[config.mk]
export PLATFORM = sky130hd
export DESIGN_NAME = stop_wait_retransmit_timer
export DESIGN_NICKNAME = d
export VERILOG_FILES = /design/src/hdl/swrt_pkg.sv /design/src/hdl/stop_wait_retransmit_timer.sv
export SDC_FILE = /design/constraint.sdc
export NUM_CORES = 1
export LEC_CHECK = 0
export BUFFER_PORTS_ARGS = -buffer_cell sky130_fd_sc_hd__buf_2
export CORE_AREA = 3 3 174 210
export CTS_BUF_LIST = sky130_fd_sc_hd__clkbuf_4
export DETAILED_ROUTE_END_ITERATION = 8
export DIE_AREA = 0 0 177 213
export PLACE_DENSITY = 0.76
export SLEW_MARGIN = 30
export SYNTH_ARGS = -nofsm -noshare
export SYNTH_HDL_FRONTEND = slang
export SYNTH_SLANG_ARGS = --single-unit
[constraint.sdc]
create_clock -name clk -period 18.4 [get_ports clk]
set_input_delay 0 -clock clk [delete_from_list [all_inputs] [get_ports clk]]
set_output_delay 0 -clock clk [all_outputs]
set_load 0.01 [all_outputs]
[src/hdl/swrt_pkg.sv]
`timescale 1ns / 1ps
// ----------------------------------------------------------------------------
// swrt_pkg
// Types and constants shared by the stop-and-wait retransmit timer.
// ----------------------------------------------------------------------------
package swrt_pkg;

    localparam int FRAG_W     = 16;
    localparam int TIME_W     = 32;
    localparam int TIMEOUT_W  = 35;
    localparam int CMD_W      = 2;
    localparam int CFG_IDX_W  = 1;
    localparam int CFG_DATA_W = 32;

    // largest fragment count the sender will honor, capped to the field width
    localparam int unsigned MAX_FRAGMENTS = 65535;
    localparam logic [FRAG_W-1:0] FRAG_CAP =
        (MAX_FRAGMENTS > 65535) ? 16'hFFFF :
        (MAX_FRAGMENTS < 1)     ? 16'd1    : FRAG_W'(MAX_FRAGMENTS);

    localparam logic [FRAG_W-1:0]    FRAG_TOTAL_RESET   = 16'd1;
    localparam logic [TIME_W-1:0]    INIT_TIMEOUT_RESET = 32'd1000000;

    // commands
    localparam logic [CMD_W-1:0] CMD_START   = 2'd0;
    localparam logic [CMD_W-1:0] CMD_ACK     = 2'd1;
    localparam logic [CMD_W-1:0] CMD_NAK     = 2'd2;
    localparam logic [CMD_W-1:0] CMD_TIMEOUT = 2'd3;

    // configuration register indexes
    localparam logic [CFG_IDX_W-1:0] CFG_FRAGMENT_TOTAL     = 1'd0;
    localparam logic [CFG_IDX_W-1:0] CFG_INITIAL_TIMEOUT_US = 1'd1;

    typedef struct packed {
        logic [CMD_W-1:0]  command;
        logic [TIME_W-1:0] rtt_sample_us;
    } swrt_cmd_t;

    typedef struct packed {
        logic [FRAG_W-1:0]    fragment_number;
        logic                 is_resend;
        logic [TIMEOUT_W-1:0] timeout_us;
        logic                 transfer_done;
        logic                 ignored;
    } swrt_res_t;

endpackage

[src/hdl/stop_wait_retransmit_timer.sv]
`timescale 1ns / 1ps
// ----------------------------------------------------------------------------
// stop_wait_retransmit_timer
// Stop-and-wait sender control with an adaptive retransmission timeout.
// ----------------------------------------------------------------------------
// Usage:
//   cmd channel: one event per beat (start, ack with rtt sample, nak, timeout).
//   res channel: exactly one result beat per command beat, in order, giving
//   the fragment to send (0 for none), resend flag, current timeout, done and
//   ignored flags.
//   cfg port: fragment_total (index 0) and initial_timeout_us (index 1), to be
//   written only while no command is in flight.
//   A command accepted into the command register has its result registered
//   in the result register, which drives res_valid, once that can advance.
//   Throughput: one command per cycle while res_stall does not hold the result
//   register; the estimator update (shift-add smoothing of estimate and
//   deviation) is combinational between the command and result registers.
//   Reset: idle, no estimate, timeout 1000000 us, fragment_total 1.
//   When res_stall is high the result register holds; one more command can
//   sit in the command register, then cmd_stall is raised.
// ----------------------------------------------------------------------------
module stop_wait_retransmit_timer (
    input  logic                              clk,
    input  logic                              rst_n,
    input  logic                              cfg_write,
    input  logic [swrt_pkg::CFG_IDX_W-1:0]    cfg_index,
    input  logic [swrt_pkg::CFG_DATA_W-1:0]   cfg_data,
    input  logic                              cmd_valid,
    output logic                              cmd_stall,
    input  swrt_pkg::swrt_cmd_t               cmd,
    output logic                              res_valid,
    input  logic                              res_stall,
    output swrt_pkg::swrt_res_t               res
);
    import swrt_pkg::*;

    // configuration
    logic [FRAG_W-1:0]    frag_total_reg;
    logic [TIME_W-1:0]    init_timeout_reg;

    // command register
    logic                 cmd_valid_reg;
    swrt_cmd_t            cmd_reg;

    // sender state
    logic                 running_reg,   running_next;
    logic                 finished_reg,  finished_next;
    logic                 resent_reg,    resent_next;
    logic [FRAG_W-1:0]    cur_frag_reg,  cur_frag_next;
    logic [TIME_W-1:0]    est_reg,       est_next;
    logic [TIME_W-1:0]    dev_reg,       dev_next;
    logic [TIMEOUT_W-1:0] timeout_reg,   timeout_next;

    // result register
    logic                 res_valid_reg;
    swrt_res_t            res_reg,       res_next;

    logic                 advance;
    logic                 consume;

    logic [FRAG_W-1:0]    eff_total;
    logic [TIME_W-1:0]    init_timeout;
    logic [TIME_W-1:0]    est_base;
    logic [TIMEOUT_W-1:0] est_sum;
    logic [TIME_W-1:0]    new_est;
    logic [TIME_W-1:0]    diff;
    logic [TIME_W+1:0]    dev_sum;
    logic [TIME_W-1:0]    new_dev;
    logic [TIMEOUT_W-1:0] new_timeout;

    assign advance   = !res_valid_reg || !res_stall;
    assign consume   = cmd_valid_reg && advance;
    assign cmd_stall = cmd_valid_reg && !advance;
    assign res_valid = res_valid_reg;
    assign res       = res_reg;

    // ---- configuration ----
    always_ff @(posedge clk or negedge rst_n)
    begin
        if (!rst_n)
        begin
            frag_total_reg   <= FRAG_TOTAL_RESET;
            init_timeout_reg <= INIT_TIMEOUT_RESET;
        end
        else if (cfg_write)
        begin
            case (cfg_index)
                CFG_FRAGMENT_TOTAL:     frag_total_reg   <= cfg_data[FRAG_W-1:0];
                CFG_INITIAL_TIMEOUT_US: init_timeout_reg <= cfg_data[TIME_W-1:0];
                default: ;
            endcase
        end
    end

    // ---- estimator datapath ----
    always_comb
    begin
        if (frag_total_reg == '0)
            eff_total = FRAG_W'(1);
        else if (frag_total_reg > FRAG_CAP)
            eff_total = FRAG_CAP;
        else
            eff_total = frag_total_reg;

        init_timeout = (init_timeout_reg == '0) ? TIME_W'(1) : init_timeout_reg;

        // first fragment seeds the estimate with the sample
        est_base = (cur_frag_reg == FRAG_W'(1)) ? cmd_reg.rtt_sample_us : est_reg;
        est_sum  = ({3'b000, est_base} << 3) - {3'b000, est_base}
                   + {3'b000, cmd_reg.rtt_sample_us};
        new_est  = est_sum[TIMEOUT_W-1:3];

        diff = (cmd_reg.rtt_sample_us >= new_est) ? cmd_reg.rtt_sample_us - new_est
                                                  : new_est - cmd_reg.rtt_sample_us;
        dev_sum = ({2'b00, dev_reg} << 1) + {2'b00, dev_reg} + {2'b00, diff};
        new_dev = dev_sum[TIME_W+1:2];

        new_timeout = {3'b000, new_est} + ({3'b000, new_dev} << 2);
        if (new_timeout == '0)
            new_timeout = TIMEOUT_W'(1);
    end

    // ---- command decode and state update ----
    always_comb
    begin
        running_next  = running_reg;
        finished_next = finished_reg;
        resent_next   = resent_reg;
        cur_frag_next = cur_frag_reg;
        est_next      = est_reg;
        dev_next      = dev_reg;
        timeout_next  = timeout_reg;

        res_next.fragment_number = '0;
        res_next.is_resend       = 1'b0;
        res_next.ignored         = 1'b0;

        case (cmd_reg.command)
            CMD_START:
            begin
                if (running_reg)
                    res_next.ignored = 1'b1;
                else
                begin
                    running_next  = 1'b1;
                    finished_next = 1'b0;
                    cur_frag_next = FRAG_W'(1);
                    resent_next   = 1'b0;
                    est_next      = '0;
                    dev_next      = '0;
                    timeout_next  = {3'b000, init_timeout};
                    res_next.fragment_number = FRAG_W'(1);
                end
            end
            CMD_ACK:
            begin
                if (!running_reg)
                    res_next.ignored = 1'b1;
                else
                begin
                    // only fragments never resent feed the estimator
                    if (!resent_reg)
                    begin
                        est_next     = new_est;
                        dev_next     = new_dev;
                        timeout_next = new_timeout;
                    end
                    resent_next = 1'b0;
                    if (cur_frag_reg >= eff_total)
                    begin
                        running_next  = 1'b0;
                        finished_next = 1'b1;
                    end
                    else
                    begin
                        cur_frag_next = cur_frag_reg + FRAG_W'(1);
                        res_next.fragment_number = cur_frag_reg + FRAG_W'(1);
                    end
                end
            end
            CMD_NAK, CMD_TIMEOUT:
            begin
                if (!running_reg)
                    res_next.ignored = 1'b1;
                else
                begin
                    resent_next = 1'b1;
                    res_next.fragment_number = cur_frag_reg;
                    res_next.is_resend       = 1'b1;
                end
            end
            default:
                res_next.ignored = 1'b1;
        endcase

        res_next.timeout_us    = timeout_next;
        res_next.transfer_done = finished_next;
    end

    // ---- registers ----
    always_ff @(posedge clk or negedge rst_n)
    begin
        if (!rst_n)
        begin
            cmd_valid_reg <= 1'b0;
            res_valid_reg <= 1'b0;
            running_reg   <= 1'b0;
            finished_reg  <= 1'b0;
            resent_reg    <= 1'b0;
            cur_frag_reg  <= '0;
            est_reg       <= '0;
            dev_reg       <= '0;
            timeout_reg   <= {3'b000, INIT_TIMEOUT_RESET};
        end
        else
        begin
            if (!cmd_stall)
                cmd_valid_reg <= cmd_valid;
            if (advance)
                res_valid_reg <= cmd_valid_reg;
            if (consume)
            begin
                running_reg  <= running_next;
                finished_reg <= finished_next;
                resent_reg   <= resent_next;
                cur_frag_reg <= cur_frag_next;
                est_reg      <= est_next;
                dev_reg      <= dev_next;
                timeout_reg  <= timeout_next;
            end
        end
    end

    always_ff @(posedge clk)
    begin
        if (cmd_valid && !cmd_stall)
            cmd_reg <= cmd;
        if (consume)
            res_reg <= res_next;
    end

`ifndef SYNTHESIS
    a_run_not_done: assert property (@(posedge clk) disable iff (!rst_n)
        !(running_reg && finished_reg))
        else $error("running and finished both set");

    a_run_frag: assert property (@(posedge clk) disable iff (!rst_n)
        running_reg |-> (cur_frag_reg != '0))
        else $error("running with no current fragment");

    a_ignored_quiet: assert property (@(posedge clk) disable iff (!rst_n)
        (res_valid_reg && res_reg.ignored) |->
            (res_reg.fragment_number == '0 && !res_reg.is_resend))
        else $error("ignored beat carries a fragment");

    a_timeout_nonzero: assert property (@(posedge clk) disable iff (!rst_n)
        (timeout_reg != '0))
        else $error("retransmission timeout is zero");
`endif

endmodule

==> reports/metrics.csv <==
metric;value;unit
status;complete, no violations;
layout_min_cycle_time;13740;ps
finalNetCount;2872;
gp_congestion;1.02;
synth_area_leader_cell;dfrtp_1;
core_area;34800;um^2
drive_gt1_share;13.2;%
worstSetupStartpointType;flip-flop;
syn_area_per_cell;9.07;um^2
grt_max_degree;92;
synth-async-reset-ratio;65.6;%
hp-class;in -> async;
die_w;177;um
cts.clk_slew.worst_paths;80;ps
tightest_slew;984;ps
wl;63200;um
io_pins;128;
regToRegSetupSlack;4660;ps
finalHoldViolations;0;
post_cts_buffers;0;
setup-tns-final;0;ps
clockBufferDepth;3;
ant_nets;0;
worstSkewPairLatency;840;ps
setup_viol;0;
antenna_found_initial;1;
vias;19036;
fmax;72.8;MHz
critical_path_class;reg -> reg;
clock-sinks;256;
h-tree-depth;3;
dieArea;37700;um^2
worstPathRequired;19030;ps
clockRootBuffer;clkbuf_4;
drt_iter0_markers;1679;
crit_family;compound AO/OA/AOI/OAI gates;
max_cap_viol_count;0;
synth_area;20800;um^2
path_buf_inv;5;
first_global_vias;19398;
rows;75;
yosys.cell_types.count;86;
synth_edf_count;88;
cts_tree;built;
synth_commonest_cells;inv_1, a21oi_1, nand2_1;
syn_inst;2289;
grt_usage;33.4;%
drt_pass1_iterations;8;
routed_via_density;6.19;
finClkSkew;64.1;ps
finalCritPeriodShare;74.7;%
synth.area.top_cells;dfrtp_1, edfxtp_1, ha_1, fa_1, a21oi_1;
wl_per_cell;20.5;um
synth_nets;2603;
ctsResizeCount;0;
io_buffers;127;
ys_ff_latch;256;
grt-ovfl-total;0;
dp_hpwl;44000;um
drc_errors;0;
yosysMostFrequentCell;inv_1;
yosys_warnings;0;
synth_ff_type;dfrtp_1;
start_util;59.6;%
slowest_delay;750;ps
finalMaxSlewViolations;0;
largest_register_ffs;54;
die_h;213;um
cp-end-kind;flip-flop;
cts_buffers;69;
synth_top_area_share;18.4;%
cp_slowest_cell;a2111oi_0;
ys_seq_area_share;33.1;%
grt_pass1_wl;100000;um
ctsHoldBuffers;152;
critPathArrivalTime;14370;ps
area_delta_synth_final;16.6;%
path_max_fanout;66;
slew_headroom;34.2;%
rsz0062_at_grt;false;
## worst reg2reg max path: cells and delay by family (launching register included)
kind | cells | cell delay, ps
AO/OA/AOI/OAI | 19 | 5380
XOR/XNOR | 4 | 930
adder cells (fa/ha/maj) | 7 | 2560
buffers and inverters | 5 | 1120
flip-flops | 1 | 420
multiplexers | 1 | 370
AND/OR/NAND/NOR | 12 | 2780
## path summary, 6_finish.rpt
check                           startpoint                   end  cells after the start
max                        cur_frag_reg[1]                res[2]                     48
max reg2reg                cur_frag_reg[1]                res[2]                     48
min in group clk                 cmd_valid           cmd_reg[32]                      3
max in group asynchronous            rst_n            resent_reg                      4
min                                  rst_n  init_timeout_reg[14]                      3
min reg2reg                    est_reg[27]           est_reg[27]                      2
## area by class of cell
class	instances	area [um^2]
Clock inverter	30	297
Inverter	221	830
Clock buffer	97	728
Fill cell	2652	10600
Timing Repair Buffer	294	2300
Sequential cell	256	6870
Multi-Input combinational cell	1716	12600
Antenna cell	1	2.50
Tap cell	462	578
## kinds of logic (layout without fill, tap and decap cells)
group           Yosys count  after routing  share of synthesized area, %
xor+xnor                118            118                          4.98
fa+ha+maj               242            242                          16.9
other cells               0              1                             0
flops                   256            256                          33.1
buf+inv                 317            642                          6.21
compound gates          738            738                          23.0
mux                      68             68                          3.54
simple gates            550            550                          12.3
## per-layer routing
layer,share of wire (%),up-vias,global-route usage (%)
met5,0,-,0
met4,4.6,0,16.4
met3,6.7,199,5.62
met2,49,861,56.8
met1,40,9192,41.2
li1,-,8784,-
## placed cells by master (no fill, tap or decap), types with 10 or more instances in the layout
cell,netlist,routed
or3_1,11,11
a21oi_1,206,206
inv_1,217,216
nand4_1,39,39
nor2b_1,13,13
mux2_2,43,43
a211oi_1,11,11
o21bai_1,36,36
o22a_1,29,29
mux2i_1,24,24
nor2_1,138,136
buf_2,7,126
nor3_1,33,33
and2_1,12,11
xnor2_1,64,64
a22o_1,47,47
xor2_1,54,54
o31ai_1,10,10
o21a_1,19,19
o21ai_0,160,160
nand3_1,29,29
a31oi_1,26,26
clkinv_1,1,15
dlygate4sd3_1,0,151
o21ai_1,19,19
and3_1,16,16
o22ai_1,12,12
dfstp_2,15,15
dfrtp_1,153,153
fa_1,64,64
nand2_1,200,199
buf_4,0,14
clkbuf_4,0,97
a21o_1,75,75
nand2b_1,14,14
ha_1,178,178
edfxtp_1,88,88
nor4_1,22,22
## through the flow
step | cells | util, % | hold slack [ps] | setup WS [ps] | instance area, um^2
floorplan | 2289 | - | -296 | 6590 | 20800
global placement | 2797 | 62.2 | 176 | 5120 | 21600
detailed placement | 2797 | 62.2 | 110 | 4900 | 21600
CTS | 3076 | 69.5 | 257 | 4800 | 24200
global route | 3077 | 69.6 | 288 | 3810 | 24200
finish | 3077 | 69.6 | 309 | 4660 | 24200
Power is not shown: default switching activity piles up to over one toggle a cycle in this logic, so the estimate is an artifact.
